File: src/design/prbt_pkg.sv
// prbt_pkg: types and constants for the packet round block tracker
// no dependencies
package prbt_pkg;

    // ring slots and client table size
    localparam int SLOTS       = 16;
    localparam int MAX_CLIENTS = 16;

    // result kinds
    localparam logic [2:0] KIND_ACCEPT  = 3'd0;
    localparam logic [2:0] KIND_STALE   = 3'd1;
    localparam logic [2:0] KIND_LEARNED = 3'd2;
    localparam logic [2:0] KIND_CLOSED  = 3'd3;
    localparam logic [2:0] KIND_FLUSHED = 3'd4;

    // register indexes
    localparam logic [2:0] REG_PPR  = 3'd0;
    localparam logic [2:0] REG_RPB  = 3'd1;
    localparam logic [2:0] REG_SPR  = 3'd2;
    localparam logic [2:0] REG_FULL = 3'd3;
    localparam logic [2:0] REG_NEAR = 3'd4;
    localparam logic [2:0] REG_PEND = 3'd5;

    localparam logic [30:0] ROUND_MASK = 31'h7FFF_FFFF;

    typedef enum logic [3:0] {
        ST_CLEAR, ST_IDLE, ST_READ, ST_DECIDE, ST_DIV, ST_OFFS, ST_EMIT_A,
        ST_CLOSE, ST_COUNT, ST_SCAN_RD, ST_SCAN, ST_NEXT_DIV, ST_NEXT_OFFS,
        ST_EMIT_N
    } t_state;

endpackage

File: src/design/packet_round_block_tracker_core.sv
// packet_round_block_tracker_core: top level of the packet round block tracker
// depends on prbt_pkg
//
// One header is taken when i_start is high, o_busy is low and i_client is in
// range. A client's first header only learns its group. A header for the
// current round or a stale one gives its word after the bit-serial divider
// turns a round number into a slot and an offset (31 steps). A closing header
// adds a count sweep and a flush scan of the slots and a second division for
// the next round; when the last packet index closes the round, no accept word
// for the new round follows. Closed and flushed words leave through a one-word
// holding register so the final word of a header can be marked. Results leave
// one per cycle on o_valid and cannot be held off. After reset the block
// clears the slot memory before it takes the first header.
module packet_round_block_tracker_core
    import prbt_pkg::*;
(
    input  logic        i_clk,
    input  logic        i_rst_n,
    input  logic        i_start,
    output logic        o_busy,
    input  logic        i_cfg_we,
    input  logic [2:0]  i_cfg_index,
    input  logic [15:0] i_cfg_data,
    input  logic [3:0]  i_client,
    input  logic [7:0]  i_group,
    input  logic [30:0] i_round_seq,
    input  logic [11:0] i_packet_index,
    output logic        o_valid,
    output logic [2:0]  o_kind,
    output logic [3:0]  o_source,
    output logic        o_group_mismatch,
    output logic [3:0]  o_slot,
    output logic [21:0] o_time_offset,
    output logic [11:0] o_payload_index,
    output logic [15:0] o_count,
    output logic        o_short_round,
    output logic        o_last
);
    localparam int SW = (SLOTS > 1) ? $clog2(SLOTS) : 1;
    localparam int CW = (MAX_CLIENTS > 1) ? $clog2(MAX_CLIENTS) : 1;

    // configuration registers
    logic [12:0] r_ppr, r_spr;
    logic [10:0] r_rpb;
    logic [15:0] r_full, r_near;
    logic [4:0]  r_pend;
    always_ff @(posedge i_clk) begin
        if (!i_rst_n) begin
            r_ppr <= 13'd16; r_rpb <= 11'd8; r_spr <= 13'd16;
            r_full <= 16'd128; r_near <= 16'd120; r_pend <= 5'd4;
        end else if (i_cfg_we) begin
            case (i_cfg_index)
                REG_PPR:  r_ppr  <= i_cfg_data[12:0];
                REG_RPB:  r_rpb  <= i_cfg_data[10:0];
                REG_SPR:  r_spr  <= i_cfg_data[12:0];
                REG_FULL: r_full <= i_cfg_data;
                REG_NEAR: r_near <= i_cfg_data;
                REG_PEND: r_pend <= i_cfg_data[4:0];
                default: ;
            endcase
        end
    end

    // client memory: group, round, received in one word
    logic [51:0] client_mem [MAX_CLIENTS];
    logic [51:0] r_cl_rd;
    logic        cl_we;
    logic [51:0] cl_wd;
    // started bits reset at once
    logic [MAX_CLIENTS-1:0] r_started;

    // slot memory
    logic [15:0] slot_mem [SLOTS];
    logic [15:0] r_sl_rd;
    logic        sl_we;
    logic [SW-1:0] sl_wa, sl_ra;
    logic [15:0] sl_wd;

    // latched header
    logic [CW-1:0] r_c;
    logic [7:0]    r_g;
    logic [30:0]   r_rs;
    logic [11:0]   r_pi;

    t_state r_st, n_st;
    logic [SW:0]   r_i;        // sweep index
    logic [30:0]   r_cur;
    logic [12:0]   r_rcv;
    logic          r_mis, r_newer, r_lastp;
    logic [SW-1:0] r_cslot;
    logic [5:0]    r_dcnt;
    logic [30:0]   r_q;
    logic [11:0]   r_rem;
    logic [21:0]   r_toff;
    logic signed [7:0] r_nz;

    // held closed or flushed word, sent once the next one is known
    logic [2:0]    r_h_kind;
    logic [3:0]    r_h_slot;
    logic [21:0]   r_h_toff;
    logic [15:0]   r_h_count;
    logic          r_h_short;

    wire [10:0] rpb = (r_rpb == 11'd0) ? 11'd1 : r_rpb;

    // divider step: restoring, one quotient bit a cycle
    logic [11:0] d_sh;
    logic [11:0] d_sub;
    logic        d_ge;
    always_comb begin
        d_sh  = {r_rem[10:0], r_q[30]};
        d_ge  = ({r_rem[11], d_sh} >= {2'b0, rpb});
        d_sub = 12'({r_rem[11], d_sh} - {2'b0, rpb});
    end

    wire [CW-1:0] ci = i_client[CW-1:0];
    wire in_range = (32'(i_client) < MAX_CLIENTS);

    // memories
    always_ff @(posedge i_clk) begin
        if (cl_we) client_mem[r_c] <= cl_wd;
        r_cl_rd <= client_mem[(r_st == ST_IDLE) ? ci : r_c];
        if (sl_we) slot_mem[sl_wa] <= sl_wd;
        r_sl_rd <= slot_mem[sl_ra];
    end

    // slot full / near-full test for the current scanned entry
    wire [15:0] sv = r_sl_rd;
    wire flush = (sv == r_full) ||
                 ((r_nz >= $signed({3'b0, r_pend})) && (sv >= r_near));

    // next state
    always_comb begin
        n_st = r_st;
        case (r_st)
            ST_CLEAR:   if (r_i == (SW+1)'(SLOTS - 1)) n_st = ST_IDLE;
            ST_IDLE:    if (i_start && in_range) n_st = ST_READ;
            ST_READ:    n_st = ST_DECIDE;
            ST_DECIDE:  n_st = (!r_started[r_c]) ? ST_IDLE : ST_DIV;
            ST_DIV:     if (r_dcnt == 6'd30) n_st = ST_OFFS;
            ST_OFFS:    n_st = ST_EMIT_A;
            ST_EMIT_A:  n_st = (r_newer || r_lastp) ? ST_CLOSE : ST_IDLE;
            ST_CLOSE:   n_st = ST_COUNT;
            ST_COUNT:   if (r_i == (SW+1)'(SLOTS)) n_st = ST_SCAN_RD;
            ST_SCAN_RD: n_st = ST_SCAN;
            ST_SCAN:    if (r_i == (SW+1)'(SLOTS - 1)) n_st = ST_NEXT_DIV;
            ST_NEXT_DIV: if (r_dcnt == 6'd30) n_st = ST_NEXT_OFFS;
            ST_NEXT_OFFS: n_st = r_lastp ? ST_IDLE : ST_EMIT_N;
            ST_EMIT_N:  n_st = ST_IDLE;
            default:    n_st = ST_IDLE;
        endcase
    end

    // outputs and memory control
    always_comb begin
        o_busy = (r_st != ST_IDLE);
        o_valid = 1'b0; o_kind = KIND_ACCEPT; o_source = 4'(r_c);
        o_group_mismatch = r_mis; o_slot = 4'd0; o_time_offset = 22'd0;
        o_payload_index = 12'd0; o_count = 16'd0; o_short_round = 1'b0;
        o_last = 1'b0;
        cl_we = 1'b0;
        cl_wd = {r_g, 31'd0, 13'd0};
        sl_we = 1'b0; sl_wa = r_cslot; sl_wd = 16'd0;
        sl_ra = r_i[SW-1:0];
        case (r_st)
            ST_CLEAR: begin
                sl_we = 1'b1; sl_wa = r_i[SW-1:0];
            end
            ST_DECIDE: begin
                if (!r_started[r_c]) begin
                    cl_we = 1'b1;
                    o_valid = 1'b1; o_kind = KIND_LEARNED;
                    o_group_mismatch = 1'b0; o_last = 1'b1;
                end
            end
            ST_EMIT_A: begin
                cl_wd = {r_cl_rd[51:44], r_cur,
                         (r_rs == r_cur && r_rcv != 13'h1FFF) ? 13'(r_rcv + 13'd1) : r_rcv};
                cl_we = 1'b1;
                if (r_rs == r_cur) begin
                    o_valid = 1'b1; o_kind = KIND_ACCEPT; o_slot = 4'(r_cslot);
                    o_time_offset = r_toff; o_payload_index = r_pi;
                    o_last = !(r_newer || r_lastp);
                end else if (!r_newer) begin
                    o_valid = 1'b1; o_kind = KIND_STALE;
                    o_last = !r_lastp;
                end
                sl_ra = r_cslot;
            end
            ST_CLOSE: begin
                sl_we = 1'b1;
                sl_wd = (r_sl_rd != 16'hFFFF) ? 16'(r_sl_rd + 16'd1) : r_sl_rd;
            end
            ST_SCAN: begin
                // a new flush releases the held word
                if (flush) begin
                    o_valid = 1'b1; o_kind = r_h_kind; o_slot = r_h_slot;
                    o_time_offset = r_h_toff; o_count = r_h_count;
                    o_short_round = r_h_short;
                    sl_we = 1'b1; sl_wa = r_i[SW-1:0];
                end
                sl_ra = SW'(r_i + 1'b1);
            end
            ST_NEXT_OFFS: begin
                cl_we = 1'b1;
                cl_wd = {r_cl_rd[51:44], r_cur, r_lastp ? 13'd0 : 13'd1};
                // held word goes out, final when no accept follows
                o_valid = 1'b1; o_kind = r_h_kind; o_slot = r_h_slot;
                o_time_offset = r_h_toff; o_count = r_h_count;
                o_short_round = r_h_short; o_last = r_lastp;
            end
            ST_EMIT_N: begin
                o_valid = 1'b1; o_kind = KIND_ACCEPT; o_slot = 4'(r_cslot);
                o_time_offset = r_toff; o_payload_index = r_pi; o_last = 1'b1;
            end
            default: ;
        endcase
    end

    // sequencing registers
    always_ff @(posedge i_clk) begin
        if (!i_rst_n) begin
            r_st <= ST_CLEAR; r_i <= '0; r_started <= '0;
        end else begin
            r_st <= n_st;
            case (r_st)
                ST_CLEAR: r_i <= (SW+1)'(r_i + 1'b1);
                ST_IDLE: begin
                    r_c <= ci; r_g <= i_group; r_rs <= i_round_seq;
                    r_pi <= i_packet_index;
                end
                ST_READ: ;
                ST_DECIDE: begin
                    if (!r_started[r_c]) r_started[r_c] <= 1'b1;
                    r_cur <= r_cl_rd[43:13]; r_rcv <= r_cl_rd[12:0];
                    r_mis <= (r_g != r_cl_rd[51:44]);
                    r_newer <= (r_rs > r_cl_rd[43:13]);
                    r_lastp <= (r_ppr != 13'd0) && ({1'b0, r_pi} + 13'd1 == r_ppr);
                    r_q <= r_cl_rd[43:13]; r_rem <= '0; r_dcnt <= '0;
                end
                ST_DIV, ST_NEXT_DIV: begin
                    r_q <= {r_q[29:0], d_ge};
                    r_rem <= d_ge ? d_sub : {r_rem[10:0], r_q[30]};
                    r_dcnt <= 6'(r_dcnt + 6'd1);
                end
                ST_OFFS: begin
                    r_cslot <= r_q[SW-1:0];
                    r_toff <= 22'(r_rem[10:0] * r_spr);
                end
                ST_EMIT_A: begin
                    if (r_rs == r_cur && r_rcv != 13'h1FFF) r_rcv <= 13'(r_rcv + 13'd1);
                    r_i <= '0; r_nz <= '0;
                end
                ST_CLOSE: begin
                    r_i <= '0;
                    r_h_kind <= KIND_CLOSED; r_h_slot <= 4'(r_cslot);
                    r_h_toff <= r_toff; r_h_count <= {3'b0, r_rcv};
                    r_h_short <= (r_rcv != r_ppr);
                end
                ST_COUNT: begin
                    if (r_i != '0 && r_sl_rd != 16'd0) r_nz <= r_nz + 8'sd1;
                    r_i <= (r_i == (SW+1)'(SLOTS)) ? '0 : (SW+1)'(r_i + 1'b1);
                end
                ST_SCAN_RD: ;
                ST_SCAN: begin
                    if (flush) begin
                        r_nz <= r_nz - 8'sd1;
                        r_h_kind <= KIND_FLUSHED; r_h_slot <= 4'(r_i[SW-1:0]);
                        r_h_toff <= 22'd0; r_h_count <= sv; r_h_short <= 1'b0;
                    end
                    r_i <= (SW+1)'(r_i + 1'b1);
                    if (r_i == (SW+1)'(SLOTS - 1)) begin
                        r_cur <= (r_cur + 31'd1) & ROUND_MASK;
                        r_q <= (r_cur + 31'd1) & ROUND_MASK;
                        r_rem <= '0; r_dcnt <= '0;
                    end
                end
                ST_NEXT_OFFS: begin
                    r_cslot <= r_q[SW-1:0];
                    r_toff <= 22'(r_rem[10:0] * r_spr);
                end
                default: ;
            endcase
        end
    end
endmodule

File: config.mk
export PLATFORM = sky130hd
export DESIGN_NAME = packet_round_block_tracker_core
export DESIGN_NICKNAME = d
export VERILOG_FILES = /design/src/design/prbt_pkg.sv /design/src/design/packet_round_block_tracker_core.sv
export SDC_FILE = /design/constraint.sdc
export NUM_CORES = 2
export LEC_CHECK = 0
export BUFFER_PORTS_ARGS = -buffer_cell sky130_fd_sc_hd__buf_2
export CORE_MARGIN = 2
export CORE_UTILIZATION = 60
export DETAILED_ROUTE_END_ITERATION = 10
export GPL_ROUTABILITY_DRIVEN = 1
export PLACE_DENSITY = 0.82
export SETUP_SLACK_MARGIN = 0.1
export SYNTH_ARGS = -nofsm -noshare
export SYNTH_HDL_FRONTEND = slang
export SYNTH_SLANG_ARGS = --single-unit
File: constraint.sdc
create_clock -name i_clk -period 11.1 [get_ports i_clk]
set_input_delay 0 -clock i_clk [delete_from_list [all_inputs] [get_ports i_clk]]
set_output_delay 0 -clock i_clk [all_outputs]
set_load 0.02 [all_outputs]
**After elaboration in Yosys (flattened, before gate mapping)**

Memories as Yosys holds them, arrays and structs flattened. A register that Yosys moved wholly into a read port is not among the register bits.
Index checks and enable logic that the tools add are counted.

- Multiply operators: 1
- Equality and inequality tests: 37
- $add $sub $neg: 9
- Bitwise operators: 2
- Reductions and logical operators: 44
- Multiplexer cells: 81
- Magnitude comparators: 6

Operators with widths:

| operator | count |
|---|---|
| case mux 52 bit (2 select lines) | 1 |
| case mux 31 bit (3 select lines) | 1 |
| case mux 22 bit (4 select lines) | 1 |
| 2-to-1 mux 22 bit | 3 |
| 2-to-1 mux 16 bit | 4 |
| case mux 16 bit (2 select lines) | 2 |
| case mux 31 bit (2 select lines) | 1 |
| case mux 4 bit (13 select lines) | 1 |
| 2-to-1 mux 4 bit | 12 |
| case mux 22 bit (2 select lines) | 1 |
| 2-to-1 mux 12 bit | 3 |
| case mux 12 bit (3 select lines) | 1 |
| adder 31 x 1 -> 31 bit, second input constant | 1 |
| equality test 31 bit | 1 |
| greater-than comparator 31 bit | 1 |
| 2-to-1 mux 31 bit | 1 |
| case mux 13 bit (2 select lines) | 1 |
| equality test 4 bit, second input constant | 6 |
| case mux 12 bit (2 select lines) | 1 |
| case mux 4 bit (2 select lines) | 3 |
| case mux 8 bit (3 select lines) | 1 |
| multiplier 11 x 13 -> 22 bit | 1 |
| AND reduction 2 bit | 11 |
| 2-to-1 mux 1 bit | 19 |
| other kinds (63) | 102 |

- Logic and storage cells: 211
- Bits in registers: 330
- Bits in writable memories: 1,088
- Memories kept: 2
- Input port bits: 78
- Output and inout port bits: 66

Memory list:

| name | depth | width | read ports | clocked after memory_dff | write ports | line | RTL |
|---|---|---|---|---|---|---|---|
| client_mem | 16 | 52 | 1 | 1 | 1 | packet_round_block_tracker_core.sv:65 | `logic [51:0] client_mem [MAX_CLIENTS];` |
| slot_mem | 16 | 16 | 1 | 1 | 1 | packet_round_block_tracker_core.sv:73 | `logic [15:0] slot_mem [SLOTS];` |

**Depth between registers and ports, before layout**

- Depth in word-level cells: 7
- Depth in mapped cells: 21
- Mapped depth without buffers: 19

**Least setup slack after synthesis**

No wires, ideal clock.

- Path type: flip-flop to flip-flop
- Start: reg r_c[0] (netlist: o_source[0])
- End: mem client_mem[3][0], enable pin
- Period minus slack after synthesis: 6.359 ns
- Cell stages (with the launch flop): 8
- Buffers on the path: 1
- Required time: 10.574 ns
- Slack: 4.741 ns
- Setup time: 0.526 ns
- Arrival time: 5.834 ns
- Path through: edfxtp_1 -> buf_2 -> mux4_2 -> mux4_2 -> nor3_4 -> or2_2 -> nand3_1 -> nor3_1

- Longest elaborated chain between the ends: 6

RTL lines:

| element | line | RTL |
|---|---|---|
| start, declared | packet_round_block_tracker_core.sv:80 | `logic [CW-1:0] r_c;` |
| start signal, assigned | packet_round_block_tracker_core.sv:229 | `r_c <= ci; r_g <= i_group; r_rs <= i_round_seq;` |
| binary-select mux 1 bit (select 4 bit) | packet_round_block_tracker_core.sv:170 | `if (!r_started[r_c]) begin` |
| 2-to-1 mux 1 bit (implied by the code) | packet_round_block_tracker_core.sv:170 |  |
| 2-to-1 mux 1 bit | packet_round_block_tracker_core.sv:170 |  |
| case mux 1 bit (2 select lines) | packet_round_block_tracker_core.sv:165 | `case (r_st)` |
| 2-to-1 mux 1 bit | packet_round_block_tracker_core.sv:121 | `if (cl_we) client_mem[r_c] <= cl_wd;` |
| 2-to-1 mux 1 bit (implied by the code) | packet_round_block_tracker_core.sv:121 |  |
| end, declared | packet_round_block_tracker_core.sv:65 |  |

Several ways; a longest one is shown, not always the timed one. The select of a mux whose other input is x is not followed.

**Worst setup path after layout**

- Start: reg r_rem[5]
- End: reg r_toff[21] (data pin)

- Longest elaborated chain between the ends: 1

RTL lines:

| element | line | RTL |
|---|---|---|
| start, declared | packet_round_block_tracker_core.sv:93 | `logic [11:0] r_rem;` |
| start signal, assigned | packet_round_block_tracker_core.sv:243 | `r_rem <= d_ge ? d_sub : {r_rem[10:0], r_q[30]};` |
| multiplier 11 x 13 -> 22 bit | packet_round_block_tracker_core.sv:248, packet_round_block_tracker_core.sv:280 |  |
| end signal, assigned | packet_round_block_tracker_core.sv:248 | `r_toff <= 22'(r_rem[10:0] * r_spr);` |
| end signal, assigned | packet_round_block_tracker_core.sv:280 | `r_toff <= 22'(r_rem[10:0] * r_spr);` |
| end, declared | packet_round_block_tracker_core.sv:94 | `logic [21:0] r_toff;` |

Every way passes these cells.
A chain may end at the register's enable or synchronous reset.

==> summary.txt <==
Status
  • Outcome: complete, no violations

Power and ir drop
  • Leak pwr: 28.3 nW
  • Clock share of power: 43.0%
  • VDD IR max: 0.152 mV
  • Power density cells: 158 nW/um^2
  • Int Pwr: 9.15 mW
  • Sw Share: 22.6%
  • Sequential share of power: 51.9%
  • Net load switching power: 2.68 mW
  • Combinational Power Share: 5.2%

Synth
  • Synth top area cells: edfxtp_1 59%, nand2_1 8.2%, dfxtp_1 5.0%
  • Yosys warns: 0
  • Largest area contributor in the netlist: edfxtp_1
  • Synth Flop Type: edfxtp_1
  • Post-Syn Area: 66,700 sq um
  • Yosys reg bits: 1,485
  • Syn Inst Count: 5,704
  • Netlist cell types: 83
  • Syn nets: 6,013
  • Top-area cell type share of the netlist area: 59.4%
  • Ys async rst share: 0%
  • Synthesized area per cell: 11.7 sq um
  • Post-synthesis sequential area ratio: 64.4%
  • Post-synth EDFFs: 1,318

Critical path
  • Critical Path RT: 11,610 ps
  • Crit. End Element: flop
  • Setup CP Type: flop to flop
  • Crit-path max FO: 15
  • Nature of the critical path startpoint: flop
  • Crit path DAT: 5920 ps

Layout
  • Ant. Diodes: 0
  • Final-layout fill cell count: 7,314
  • Commonest non-fill, non-tap cell in the layout: nand2_1
  • Most frequent cells in the layout: 1,457 x nand2_1, 1,318 x edfxtp_1, 539 x nand3_1
  • Layout cells sized above 1: 8.70%
  • Final #Nets: 6,173
  • Final Cell Area: 75,000 sq um
  • Layout Area Growth over Synthesis: 12.5%

CTS
  • Clock root buffer: clkbuf_16
  • H-Tree Depth: 4
  • Post-CTS Resized: 0
  • Clock Sinks: 1,485
  • Clk slew on worst S/H paths: 60 ps
  • CTS tree: done
  • CTS Hold Buffers Added: 129
  • Num CTS Buffers: 148
  • CTS Buffer Depth: 3
  • Postcts setup bufs: 0
  • Worst-Skew Late Latency: 790 ps

STA
  • Minimum clock period: 5420 ps
  • Fmax: 0.185 GHz
  • Setup-failing EPs final: 0
  • Setup TNS: 0 ps
  • Fin. max-slew vios: 0
  • Slew Limit Headroom: 9.23%
  • Final Cycle Share: 48.8%
  • Final hold violation count: 0
  • Worst Skew: 45.4 ps
  • Slew @ Worst Pin: 1360 ps
  • RSZ-0062 raised after global routing: no

Placed design
  • Placed Area: 68,700 sq um
  • Placer Congestion: 0.914
  • I/O Buffers: 143
  • DP HPWL: 99.0 mm

Global route
  • Met2 GRT Util: 48.7%
  • GRT Util Overall: 30.3%
  • Met3 Use GR: 5.77%
  • Overflow left after global routing: 0
  • Met1 usage: 40.4%
  • Initial antenna violation count: 5
  • First-pass GRT wire length: 262 mm
  • Largest net degree at the start of global routing: 173
  • Vias in the first global route: 45,700
  • Gr busiest metal: met2

Hold path
  • Hold WC Path Type: primary input to flop

Routing
  • Via density: 6.25
  • Antenna viol nets, final: 0
  • Via count: 46,700
  • DRT Wirelength: 173 mm
  • DRT Pass-1 Iters: 6
  • Drc violations: 0
  • DR WL/cell: 23.2 um
  • Iteration-0 DRC Markers: 6,668

Floorplan
  • Row cnt: 122
  • Core area: 110,000 sq um
  • Num ports: 144
  • Chip height: 337 um
  • Initial Utilization: 60.4%
  • Die width: 337 um
  • Die Area: 114,000 sq um

Job
  • Max Cap Viol: 0
## power by group through the flow
| stage | Combinational, mW | Sequential (mW) | Clock [mW] |
|---|---|---|---|
| floorplan | 0.408 | 6.21 | 0 |
| global placement | 0.536 | 6.25 | 0 |
| detailed placement | 0.554 | 6.25 | 0 |
| CTS | 0.598 | 6.13 | 5.09 |
| global route | 0.663 | 6.14 | 5.32 |
| finish | 0.611 | 6.14 | 5.09 |
## worst paths after layout
| kind | end | slack (ps) | from | depth (start not counted) |
|---|---|---|---|---|
| hold reg to reg | r_started[7] | 460 | r_started[7] | 2 |
| hold / removal | r_near[14] | 60 | i_cfg_data[14] | 4 |
| setup / recovery | r_toff[21] | 5680 | r_rem[5] | 18 |
| setup reg to reg | r_toff[21] | 5680 | r_rem[5] | 18 |
## synthesized netlist by cell type, drive strengths merged, types with 27 or more instances
master,instances
fa,99
xor2,62
inv,211
a21o,48
o21ai,119
buf,103
a22o,27
xnor2,101
nand2,1458
dfxtp,167
a31oi,63
a221o,27
and3,68
mux2i,30
nor2,177
a311oi,104
a21oi,113
ha,132
and2,167
nand3,540
nor3,38
edfxtp,1318
nand4,51
clkbuf,240
## critical path, stage by stage (launching register included)
cell       delay, ps
edfxtp_1         610
and2_1           280
fa_1             540
inv_1             60
fa_1             530
inv_1             50
fa_1             450
fa_1             490
inv_1             50
fa_1             480
inv_1             50
ha_1             330
nand2_1          150
a2111oi_0         80
a31oi_1          260
a21oi_1          140
o31ai_1          340
mux2i_1          230
nor2_1            60
## registers in the layout, indices dropped and copies added (netlist names), 12 cells and up
register / count
r_pi: 12
r_full: 16
r_sl_rd: 16
r_ppr: 13
r_started: 16
r_near: 16
r_cur: 31
slot_mem: 256
r_toff: 22
r_q: 31
client_mem: 832
r_spr: 13
r_rem: 12
r_h_count: 16
r_h_toff: 22
r_rcv: 13
r_rs: 31
r_cl_rd: 52
## per-stage QoR
stage	util, %	hold slack, ps	total power, mW	setup slack, ps	instances
floorplan	-	98.9	6.62	4740	5704
global placement	62.2	178	6.79	5780	7073
detailed placement	62.2	178	6.81	5670	7073
CTS	68.0	28.6	11.8	5700	7478
global route	68.0	58.4	12.1	5450	7478
finish	68.0	59.9	11.8	5680	7478
## final cells by class
type | instances | area, sq um | share of cell area [%]
Timing Repair Buffer | 353 | 2640 | 3.52
Inverter | 212 | 808 | 1.08
Clock buffer | 194 | 4090 | 5.45
Multi-Input combinational cell | 3664 | 21800 | 29.0
Clock inverter | 82 | 925 | 1.23
Tap cell | 1488 | 1860 | 2.48
Sequential cell | 1485 | 42900 | 57.2
## routing by layer
metal | part of all wire (%) | up-vias
met5 | 0.020 | -
met4 | 4.4 | 6
met3 | 11 | 540
met2 | 47 | 2931
met1 | 37 | 22600
li1 | - | 20600
## cell families after synthesis
kind of cell             count (synthesis)  share of synthesized area (%)
XOR/XNOR                               163                           2.14
flip-flops                            1485                           64.4
adder cells (fa/ha/maj)                231                           5.45
AO/OA/AOI/OAI                          625                           6.56
buffers and inverters                  555                           3.34
AND/OR/NAND/NOR                       2600                           17.3
multiplexers                            45                          0.788
Note: power is estimated with default switching activity, not from simulation.
